[src/rtl/medc_pkg.sv]
// Package with the constants and types of the elevator group dispatcher.
`timescale 1ns / 1ps
package medc_pkg;

  localparam int unsigned Elevators    = 4;
  localparam int unsigned Floors       = 16;
  localparam int unsigned PendingDepth = 16;
  localparam int unsigned CarW         = 2;
  localparam int unsigned FloorW       = 4;
  localparam int unsigned PendW        = 4;
  localparam int unsigned UsedW        = 5;
  localparam int unsigned MemDepth     = Elevators * PendingDepth;
  localparam int unsigned MemAw        = 6;
  localparam int unsigned RpfDepth     = Elevators * Floors;
  localparam int unsigned EntryW       = 16;

  // Register indexes of the configuration port.
  localparam logic [1:0] RegActElev = 2'd0;
  localparam logic [1:0] RegActFlr  = 2'd1;
  localparam logic [1:0] RegIdleBon = 2'd2;
  localparam logic [1:0] RegDirBon  = 2'd3;

  // Heading codes.
  localparam logic [1:0] HeadNone = 2'd0;
  localparam logic [1:0] HeadUp   = 2'd1;
  localparam logic [1:0] HeadDown = 2'd2;

  // Motion codes.
  localparam logic [1:0] MotIdle = 2'd0;
  localparam logic [1:0] MotUp   = 2'd1;
  localparam logic [1:0] MotDown = 2'd2;
  localparam logic [1:0] MotDoor = 2'd3;

  typedef enum logic [3:0] {
    StIdle,
    StScore,
    StQueue,
    StCarStart,
    StBoardRd,
    StBoardChk,
    StBoardWr,
    StDropRd,
    StDropWr,
    StScan,
    StOut
  } state_e;

endpackage

[src/rtl/medc_ram.sv]
// Generic single-port-write RAM with one registered read port.
`timescale 1ns / 1ps
module medc_ram #(
  parameter int unsigned Width = 8,
  parameter int unsigned Depth = 16
) (
  input  logic                     clk_i,
  input  logic                     we_i,
  input  logic [$clog2(Depth)-1:0] waddr_i,
  input  logic [Width-1:0]         wdata_i,
  input  logic [$clog2(Depth)-1:0] raddr_i,
  output logic [Width-1:0]         rdata_o
);

  logic [Width-1:0] mem_q [Depth];

  // Write port and registered read port.
  always_ff @(posedge clk_i) begin
    if (we_i) begin
      mem_q[waddr_i] <= wdata_i;
    end
    rdata_o <= mem_q[raddr_i];
  end

endmodule

[src/rtl/multi_elevator_dispatch_controller_core.sv]
// Top level of the elevator group dispatcher: sequencer, car state and memories.
//
// Channel  Direction  Payload
// s_axis   in         tdata: req_from, req_to, req_id; tuser: req_valid
// m_axis   out        tdata: car fields; tuser: assigned_car, request_taken; tlast: last_car
// cfg      in         index 2 bits, data 5 bits
//
// A tick is accepted and, if it carries a request, scored car by car and queued; then
// each active car passes a start step, boarding when it has a pickup at its floor (a read
// and a check per pending entry examined, plus a write per rider boarding), the dropoff,
// a floor-by-floor scan that may turn before it decides, and the result beat. The shared
// subtract/compare unit and the single read port of the memories keep these steps serial.
// Reset clears all car state at once; rider counts use valid bits per entry.
// A stalled result holds the sequencer; s_axis_tready is high only when idle.
`timescale 1ns / 1ps
module multi_elevator_dispatch_controller_core
  import medc_pkg::*;
(
  input  logic        clk_i,
  input  logic        rst_ni,
  input  logic        s_axis_tvalid,
  output logic        s_axis_tready,
  input  logic [15:0] s_axis_tdata,  // req_from[3:0], req_to[7:4], req_id[15:8]
  input  logic        s_axis_tuser,  // req_valid
  output logic        m_axis_tvalid,
  input  logic        m_axis_tready,
  output logic [31:0] m_axis_tdata,  // car_index, car_floor, car_motion, car_heading,
                                     // riders_aboard, riders_boarded, riders_left
  output logic [2:0]  m_axis_tuser,  // assigned_car[1:0], request_taken[2]
  output logic        m_axis_tlast,  // last_car
  input  logic        cfg_valid_i,
  output logic        cfg_ready_o,
  input  logic [1:0]  cfg_index_i,
  input  logic [4:0]  cfg_data_i
);

  // Configuration registers.
  logic [2:0] act_elev_q;
  logic [4:0] act_flr_q;
  logic [3:0] idle_bon_q, dir_bon_q;

  assign cfg_ready_o = 1'b1;

  always_ff @(posedge clk_i or negedge rst_ni) begin
    if (!rst_ni) begin
      act_elev_q <= 3'd2;
      act_flr_q  <= 5'd6;
      idle_bon_q <= 4'd5;
      dir_bon_q  <= 4'd3;
    end else if (cfg_valid_i) begin
      unique case (cfg_index_i)
        RegActElev: act_elev_q <= cfg_data_i[2:0];
        RegActFlr:  act_flr_q  <= cfg_data_i;
        RegIdleBon: idle_bon_q <= cfg_data_i[3:0];
        RegDirBon:  dir_bon_q  <= cfg_data_i[3:0];
        default: ;
      endcase
    end
  end

  // Clamped counts of cars and floors.
  logic [2:0] ne;
  logic [4:0] nf;
  always_comb begin
    ne = act_elev_q;
    if (ne == 3'd0) ne = 3'd1;
    if (ne > 3'(Elevators)) ne = 3'(Elevators);
    nf = act_flr_q;
    if (nf < 5'd2) nf = 5'd2;
    if (nf > 5'(Floors)) nf = 5'(Floors);
  end

  // Car state.
  logic [FloorW-1:0] floor_q   [Elevators];
  logic [1:0]        head_q    [Elevators];
  logic              idle_q    [Elevators];
  logic [5:0]        aboard_q  [Elevators];
  logic [Floors-1:0] pick_q    [Elevators];
  logic [Floors-1:0] drop_q    [Elevators];
  logic [UsedW-1:0]  used_q    [Elevators];
  logic [RpfDepth-1:0] rpf_vld_q;

  // Sequencer registers.
  state_e state_q, state_d;
  logic [CarW-1:0]   car_q;
  logic [CarW-1:0]   best_q;
  logic signed [6:0] best_s_q;
  logic              rvalid_q, taken_q;
  logic [3:0]        rfrom_q, rto_q;
  logic [7:0]        rid_q;
  logic [UsedW-1:0]  rd_q, wr_q;
  logic [1:0]        motion_q;
  logic [4:0]        boarded_q;
  logic [5:0]        left_q;
  logic [4:0]        scan_q;
  logic              scan_dir_q, scan_pass_q;
  logic              found_q;
  logic [FloorW-1:0] ns_q;
  logic [3:0]        bto_q;

  // Pending entry memory.
  logic              pe_we;
  logic [MemAw-1:0]  pe_waddr, pe_raddr;
  logic [EntryW-1:0] pe_wdata, pe_rdata;

  medc_ram #(.Width(EntryW), .Depth(MemDepth)) u_pend (
    .clk_i  (clk_i),
    .we_i   (pe_we),
    .waddr_i(pe_waddr),
    .wdata_i(pe_wdata),
    .raddr_i(pe_raddr),
    .rdata_o(pe_rdata)
  );

  // Riders-per-floor memory, cleared logically by valid bits.
  logic              rp_we;
  logic [MemAw-1:0]  rp_waddr, rp_raddr;
  logic [5:0]        rp_wdata, rp_rdata, rp_val;
  logic              rp_rvld_q;

  medc_ram #(.Width(6), .Depth(RpfDepth)) u_rpf (
    .clk_i  (clk_i),
    .we_i   (rp_we),
    .waddr_i(rp_waddr),
    .wdata_i(rp_wdata),
    .raddr_i(rp_raddr),
    .rdata_o(rp_rdata)
  );

  assign rp_val = rp_rvld_q ? rp_rdata : 6'd0;

  // Shortcuts for the current car.
  logic [FloorW-1:0] cur;
  logic [Floors-1:0] flags;
  logic [3:0]        e_from, e_to;
  logic [MemAw-1:0]  drop_addr, board_addr;
  assign cur        = floor_q[car_q];
  assign flags      = pick_q[car_q] | drop_q[car_q];
  assign e_from     = pe_rdata[15:12];
  assign e_to       = pe_rdata[11:8];
  assign drop_addr  = {car_q, cur};
  assign board_addr = {car_q, e_to};

  // Shared score unit: distance less bonuses, compared with the best so far.
  logic signed [6:0] score;
  logic              req_up, dir_hit;
  always_comb begin
    req_up  = rto_q > rfrom_q;
    dir_hit = (req_up && head_q[car_q] == HeadUp && cur <= rfrom_q) ||
              (!req_up && head_q[car_q] == HeadDown && cur >= rfrom_q);
    score = (cur > rfrom_q) ? 7'(cur - rfrom_q) : 7'(rfrom_q - cur);
    if (idle_q[car_q]) score = score - 7'(idle_bon_q);
    if (dir_hit) score = score - 7'(dir_bon_q);
  end

  logic last_car;
  assign last_car = (3'(car_q) == ne - 3'd1);

  // Scan floor index and its flag.
  logic [FloorW-1:0] scan_f;
  logic              scan_hit;
  assign scan_f   = scan_q[FloorW-1:0];
  assign scan_hit = flags[scan_f];

  // Sequencer next state and memory controls.
  always_comb begin
    state_d  = state_q;
    pe_we    = 1'b0;
    pe_waddr = {best_q, used_q[best_q][PendW-1:0]};
    pe_wdata = {rfrom_q, rto_q, rid_q};
    pe_raddr = {car_q, rd_q[PendW-1:0]};
    rp_we    = 1'b0;
    rp_waddr = board_addr;
    rp_wdata = (rp_val < 6'd63) ? rp_val + 6'd1 : rp_val;
    rp_raddr = board_addr;
    unique case (state_q)
      StIdle:     if (s_axis_tvalid) state_d = s_axis_tuser ? StScore : StCarStart;
      StScore:    if (last_car) state_d = StQueue;
      StQueue: begin
        if (rfrom_q != rto_q && 5'(rfrom_q) < nf && 5'(rto_q) < nf &&
            used_q[best_q] < UsedW'(PendingDepth)) begin
          pe_we = 1'b1;
        end
        state_d = StCarStart;
      end
      StCarStart: begin
        if (pick_q[car_q][cur]) state_d = StBoardRd;
        else state_d = StDropRd;
      end
      StBoardRd: begin
        if (rd_q >= used_q[car_q]) state_d = StDropRd;
        else state_d = StBoardChk;
      end
      StBoardChk: begin
        // Memory data is now valid for entry rd_q - 1; a boarding rider reads its count.
        if (e_from == cur) begin
          state_d = StBoardWr;
        end else begin
          pe_we    = 1'b1;
          pe_waddr = {car_q, wr_q[PendW-1:0]};
          pe_wdata = pe_rdata;
          state_d  = StBoardRd;
        end
      end
      StBoardWr: begin
        // The destination count read last cycle is bumped and written back.
        rp_we    = 1'b1;
        rp_waddr = {car_q, bto_q};
        state_d  = StBoardRd;
      end
      StDropRd: begin
        rp_raddr = drop_addr;
        state_d  = drop_q[car_q][cur] ? StDropWr : StScan;
      end
      StDropWr:   state_d = StScan;
      StScan: begin
        if (found_q || scan_pass_q) state_d = StOut;
      end
      StOut:      if (m_axis_tready) state_d = last_car ? StIdle : StCarStart;
      default:    state_d = StIdle;
    endcase
  end

  // Rider count read tracking: whether the address read last cycle held a valid count.
  always_ff @(posedge clk_i or negedge rst_ni) begin
    if (!rst_ni) begin
      rp_rvld_q <= 1'b0;
    end else begin
      rp_rvld_q <= rpf_vld_q[rp_raddr] && !(rp_we && rp_waddr == rp_raddr);
    end
  end

  // Next stop decision after the scan.
  logic [FloorW-1:0] nstop;
  assign nstop = ns_q;

  // Main sequencer registers and car state updates.
  always_ff @(posedge clk_i or negedge rst_ni) begin
    if (!rst_ni) begin
      state_q     <= StIdle;
      car_q       <= '0;
      best_q      <= '0;
      best_s_q    <= '0;
      rvalid_q    <= 1'b0;
      taken_q     <= 1'b0;
      rfrom_q     <= '0;
      rto_q       <= '0;
      rid_q       <= '0;
      rd_q        <= '0;
      wr_q        <= '0;
      motion_q    <= MotIdle;
      boarded_q   <= '0;
      left_q      <= '0;
      scan_q      <= '0;
      scan_dir_q  <= 1'b0;
      scan_pass_q <= 1'b0;
      found_q     <= 1'b0;
      ns_q        <= '0;
      bto_q       <= '0;
      rpf_vld_q   <= '0;
      for (int i = 0; i < Elevators; i++) begin
        floor_q[i]  <= '0;
        head_q[i]   <= HeadNone;
        idle_q[i]   <= 1'b1;
        aboard_q[i] <= '0;
        pick_q[i]   <= '0;
        drop_q[i]   <= '0;
        used_q[i]   <= '0;
      end
    end else begin
      state_q <= state_d;
      if (rp_we) rpf_vld_q[rp_waddr] <= 1'b1;
      unique case (state_q)
        StIdle: begin
          if (s_axis_tvalid) begin
            rfrom_q  <= s_axis_tdata[3:0];
            rto_q    <= s_axis_tdata[7:4];
            rid_q    <= s_axis_tdata[15:8];
            rvalid_q <= s_axis_tuser;
            taken_q  <= 1'b0;
            best_q   <= '0;
            car_q    <= '0;
          end
        end
        StScore: begin
          if (car_q == '0 || score < best_s_q) begin
            best_s_q <= score;
            best_q   <= car_q;
          end
          car_q <= last_car ? '0 : car_q + 1'b1;
        end
        StQueue: begin
          if (pe_we) begin
            pick_q[best_q][rfrom_q] <= 1'b1;
            used_q[best_q]          <= used_q[best_q] + 1'b1;
            taken_q                 <= 1'b1;
          end
        end
        StCarStart: begin
          motion_q    <= (flags[cur]) ? MotDoor : MotIdle;
          boarded_q   <= '0;
          left_q      <= '0;
          rd_q        <= '0;
          wr_q        <= '0;
          if (pick_q[car_q][cur]) pick_q[car_q][cur] <= 1'b0;
          if (flags[cur]) idle_q[car_q] <= 1'b1;
        end
        StBoardRd: begin
          if (rd_q >= used_q[car_q]) used_q[car_q] <= wr_q;
          else rd_q <= rd_q + 1'b1;
        end
        StBoardChk: begin
          if (e_from == cur) begin
            bto_q <= e_to;
            drop_q[car_q][e_to] <= 1'b1;
            if (aboard_q[car_q] < 6'd63) aboard_q[car_q] <= aboard_q[car_q] + 6'd1;
            boarded_q <= boarded_q + 5'd1;
          end else begin
            wr_q <= wr_q + 1'b1;
          end
        end
        StDropRd: begin
          // Scan setup: own floor first, then by heading.
          found_q     <= 1'b0;
          scan_pass_q <= 1'b0;
          if (head_q[car_q] == HeadUp) begin
            scan_dir_q <= 1'b0;
            scan_q     <= 5'(cur) + 5'd1;
          end else if (head_q[car_q] == HeadDown) begin
            scan_dir_q <= 1'b1;
            scan_q     <= 5'(cur) - 5'd1;
          end else begin
            scan_dir_q <= 1'b0;
            scan_q     <= '0;
          end
        end
        StDropWr: begin
          drop_q[car_q][cur] <= 1'b0;
          left_q             <= rp_val;
          aboard_q[car_q]    <= (aboard_q[car_q] > rp_val) ? aboard_q[car_q] - rp_val : 6'd0;
          rpf_vld_q[drop_addr] <= 1'b0;
        end
        StScan: begin
          if (flags[cur]) begin
            found_q <= 1'b1;
            ns_q    <= cur;
          end else if (!found_q && !scan_pass_q) begin
            if (!scan_dir_q) begin
              if (scan_q < nf && scan_q < 5'(Floors)) begin
                if (scan_hit) begin
                  found_q <= 1'b1;
                  ns_q    <= scan_f;
                end else begin
                  scan_q <= scan_q + 5'd1;
                end
              end else if (head_q[car_q] == HeadUp) begin
                scan_dir_q <= 1'b1;
                scan_q     <= 5'(cur) - 5'd1;
                if (cur == '0) scan_pass_q <= 1'b1;
              end else begin
                scan_pass_q <= 1'b1;
              end
            end else begin
              if (scan_q[4] == 1'b0) begin
                if (scan_hit && 5'(scan_f) < 5'(Floors)) begin
                  found_q <= 1'b1;
                  ns_q    <= scan_f;
                end else if (scan_q == 5'd0) begin
                  if (head_q[car_q] == HeadDown) begin
                    scan_dir_q <= 1'b0;
                    scan_q     <= 5'(cur) + 5'd1;
                  end else begin
                    scan_pass_q <= 1'b1;
                  end
                end else begin
                  scan_q <= scan_q - 5'd1;
                end
              end else if (head_q[car_q] == HeadDown) begin
                scan_dir_q <= 1'b0;
                scan_q     <= 5'(cur) + 5'd1;
              end else begin
                scan_pass_q <= 1'b1;
              end
            end
          end
          // Once the scan has ended, move one floor toward the stop, stay at it, or go idle.
          if (state_d == StOut) begin
            if (!found_q && !(flags[cur])) begin
              idle_q[car_q] <= 1'b1;
              head_q[car_q] <= HeadNone;
            end else if (nstop > cur && found_q) begin
              head_q[car_q]  <= HeadUp;
              idle_q[car_q]  <= 1'b0;
              floor_q[car_q] <= cur + 1'b1;
              if (motion_q == MotIdle) motion_q <= MotUp;
            end else if (nstop < cur && found_q) begin
              head_q[car_q]  <= HeadDown;
              idle_q[car_q]  <= 1'b0;
              floor_q[car_q] <= cur - 1'b1;
              if (motion_q == MotIdle) motion_q <= MotDown;
            end
          end
        end
        StOut: begin
          if (m_axis_tready && !last_car) car_q <= car_q + 1'b1;
        end
        default: ;
      endcase
    end
  end

  // Result channel.
  logic [1:0] head_out;
  assign head_out      = (head_q[car_q] == HeadUp || head_q[car_q] == HeadDown) ?
                         head_q[car_q] : HeadNone;
  assign s_axis_tready = (state_q == StIdle);
  assign m_axis_tvalid = (state_q == StOut);
  assign m_axis_tdata  = {5'd0, left_q, boarded_q, aboard_q[car_q], head_out, motion_q,
                          floor_q[car_q], car_q};
  assign m_axis_tuser  = {taken_q, rvalid_q ? best_q : 2'd0};
  assign m_axis_tlast  = last_car;

`ifndef ASSERT_OFF
  // The input side is never ready while a result is offered.
  assert property (@(posedge clk_i) disable iff (!rst_ni) m_axis_tvalid |-> !s_axis_tready)
    else $error("input ready during result");
  // A request is only taken when the tick carried one.
  assert property (@(posedge clk_i) disable iff (!rst_ni) m_axis_tvalid && m_axis_tuser[2]
                   |-> rvalid_q)
    else $error("request taken without request");
  // Pending fill never exceeds the depth.
  assert property (@(posedge clk_i) disable iff (!rst_ni)
                   used_q[car_q] <= UsedW'(PendingDepth))
    else $error("pending overflow");
`endif

endmodule

[config.mk]
export PLATFORM = sky130hd
export DESIGN_NAME = multi_elevator_dispatch_controller_core
export DESIGN_NICKNAME = d
export VERILOG_FILES = /design/src/rtl/medc_pkg.sv /design/src/rtl/medc_ram.sv /design/src/rtl/multi_elevator_dispatch_controller_core.sv
export SDC_FILE = /design/constraint.sdc
export NUM_CORES = 2
export LEC_CHECK = 0
export BUFFER_PORTS_ARGS = -buffer_cell sky130_fd_sc_hd__buf_2
export CORE_MARGIN = 2
export CORE_UTILIZATION = 45
export DETAILED_ROUTE_END_ITERATION = 10
export PLACE_DENSITY_LB_ADDON = 0.25
export RECOVER_POWER = 50
export SYNTH_ARGS = -nofsm -noshare
export SYNTH_HDL_FRONTEND = slang
export SYNTH_SLANG_ARGS = --single-unit
[constraint.sdc]
create_clock -name clk_i -period 7.4 [get_ports clk_i]
set_clock_uncertainty 0.1 [all_clocks]
set_input_delay 1.48 -clock clk_i [delete_from_list [all_inputs] [get_ports clk_i]]
set_output_delay 1.48 -clock clk_i [all_outputs]
set_load 0.02 [all_outputs]
==> run metrics <==
post-synthesis async set-or-reset flop share 27.5%; Synth Warn # 0; post-placement cell area 57500 sq um; crit start category flop; top cell type's share of synthesized area 48.5%; PortBufs 53; Setup-failing EPs final 0; Post-synth top flop edfxtp_1; Syn Inst Count 4061; fin crit share 96.9%; fill count 10300; Setup CP Type flop to flop; Die ar. 126000 sq um; setup ws final 232 ps; top cells by area, synth edfxtp_1, dfrtp_1, mux4_2; Distinct cells, synth between 70 and 80; initial antenna violation count 3; CORE AREA 122000 sq um; TritonCTS clock tree built; post-route cell area 62000 sq um; WL per Instance 25.5 um; H-tree levels 4; via count 35200; Leak 22.1 nW; die height 355 um; vias in the first global route 33800; number of detailed-route iterations in the first pass 6; drt drc 0; top cells by count, synth edfxtp_1, nand2_1, dfrtp_1; register bit total from synthesis around 1300; Seq/Total Area, Yosys 64.5%; Slew @ Worst Pin about 3200 ps; Hold Buf Count CTS 0; Overall Global Routing Usage 23.5%; area of the multi-input gates between 15000 and 20000 sq um; Max VDD drop 0.000322 V; pwr/cell area just under 400 nW/um^2; # resized after CTS 0; RSZ-0062 raised after global routing no; Initial Util between 40 and 50%; Final Non-Filler Cells about 5800; Area Growth Syn to Fin 11.6%; status finished with violations; fmax 140 MHz; Placer Congestion between 0.8 and 0.9; Iteration-0 DRC Markers 4157; share of layout cells above drive strength 1 between 10 and 15%; Die Wd 355 um; post-layout minimum cycle time 7170 ps; Cell Area, Synth 55500 sq um; Setup Buffers After CTS 0; Clock Power Share 28.5%; Final Hold Viols 0; failing checks capacitance limit, slew limit; clk sinks 1255; pre-CTS WS ~450 ps; Combinational Power Share ~33%; Ports 68; R2R depth 9; CTS clk-pin slew, worst paths 60 ps; syn_area_per_cell 13.7 sq um; via-per-instance ratio around 6.1; Storage cell area 35800 sq um; switching share of total power 35.7%; Total Power 24.6 mW; Post-synth EDFFs 896; WP data required 7950 ps; Slew headroom -111%; maxcap violations 14; Synth area leader edfxtp_1; global-route wire length before repair 223000 um; GR Overflow Total 0; CTS buffer count ~130; Worst-Skew Late Latency roughly 780 ps; Setup Total Neg Slack 0 ps; Setup crit end kind flop; Cell Rows approximately 130; crit path max fanout 38; worst hold path class flop to flop; Final Max Slew Viols 901; Antenna Nets Post-Route 0; hold depth 2; Final nets 4184; switching power 8.77 mW; Pint 15.8 mW; Final HPWL DP around 90000 um; Root Driver clkbuf_16; arrival time worst endpoint 7720 ps; most numerous cell in the Yosys netlist edfxtp_1; routed wire length 149000 um; DP Cell Count 5570; largest net degree at the start of global routing 181; worst-case clock buffer depth 3; Seq pwr share between 30% and 40%
-- cells in the final DEF (no fill, tap or decap), drive strengths merged, types with 15 or more instances in the layout --
master	synthesis	routed
mux4	219	219
ha	69	69
and3	85	85
xor2	24	24
nor2	273	273
a22oi	15	15
and2	16	16
mux2	85	85
clkbuf	143	233
nand2b	26	26
dfrtp	334	334
xnor2	29	29
a22o	29	29
inv	75	81
a32o	26	26
a221oi	17	17
nand3	126	126
nand2	576	576
a221o	17	17
edfxtp	896	896
a21oi	137	137
clkinv	0	36
mux2i	75	75
a31oi	134	134
bufinv	0	17
o21ai	243	243
buf	105	80
nor3	34	34
o22a	32	32
-- metal layers --
layer / track usage (%) / vias to the layer above / share of wire, % / wire length, um
met5: 0 / - / 0.018 / 27
met4: 6.82 / 4 / 2.8 / 4120
met3: 5.29 / 268 / 8.9 / 13200
met2: 35.2 / 1598 / 45 / 67400
met1: 34.4 / 17900 / 43 / 63800
li1: - / 15500 / - / -
-- state kept, by name, indices dropped and copies added (netlist names), 6 cells and up, named ones only --
register / cells
aboard_q: 24
u_pend.mem_q: 512
u_rpf.mem_q: 384
drop_q: 64
u_rpf.rdata_o: 6
pick_q: 64
used_q: 20
floor_q: 12
rpf_vld_q: 64
best_s_q: 7
left_q: 6
u_pend.rdata_o: 8
-- critical path: stages, from the launching register on --
cell and delay (ps):
dfrtp_4 520, clkbuf_1 2160, inv_1 1430, a2111oi_0 1130, or4_1 260, a2bb2oi_1 280
mux2i_1 220, a211oi_1 290, o21ai_1 210, a221o_1 410
-- stage by stage --
| stage | hold slack [ps] | util, % |
|---|---|---|
| final | 367 | 50.8 |
| after global placement | 353 | 47.1 |
| after detailed placement | 359 | 47.1 |
| after floorplan | 344 | - |
| after CTS | 368 | 50.9 |
| after global routing | 386 | 50.8 |
-- kinds of logic (layout without fill, tap and decap cells) --
group           count (synthesis)  after routing  synth area share (%)
simple gates                 1209           1209                  9.55
other cells                     2              8                0.0135
flops                        1255           1255                  64.5
mux                           379            379                  12.0
compound gates                766            766                  8.81
fa+ha+maj                      74             74                  1.74
buf+inv                       323            451                  2.51
xor+xnor                       53             53                 0.836
-- path summary, 6_finish.rpt --
check | start | endpoint | slack, ps
min | flop | flop | 370
max in group asynchronous | rst_ni | rd_q[1] | 1620
max | car_q[1] | scan_q[0] | 230
min reg2reg | flop | flop | 370
max reg2reg | car_q[1] | scan_q[0] | 230
min in group asynchronous | rst_ni | boarded_q[0] | 1600
-- power by group through the flow --
stage	Clock (mW)	Sequential, mW	Combinational (mW)
floorplan	0	9.26	5.51
global placement	0	9.46	8.05
detailed placement	0	9.47	8.14
CTS	7.11	9.33	8.18
global route	7.39	9.48	8.81
finish	7.01	9.41	8.16
-- area by class of cell --
type,instances,area share [%]
flip-flops and latches,1255,57.9
multi-input cells,2487,29.8
clock buffers,185,5.99
well taps,1625,3.28
clock inverters,63,1.46
repair buffers,128,1.20
inverters,75,0.454
diodes,2,0.00808
(Power assumes the default switching activity.)
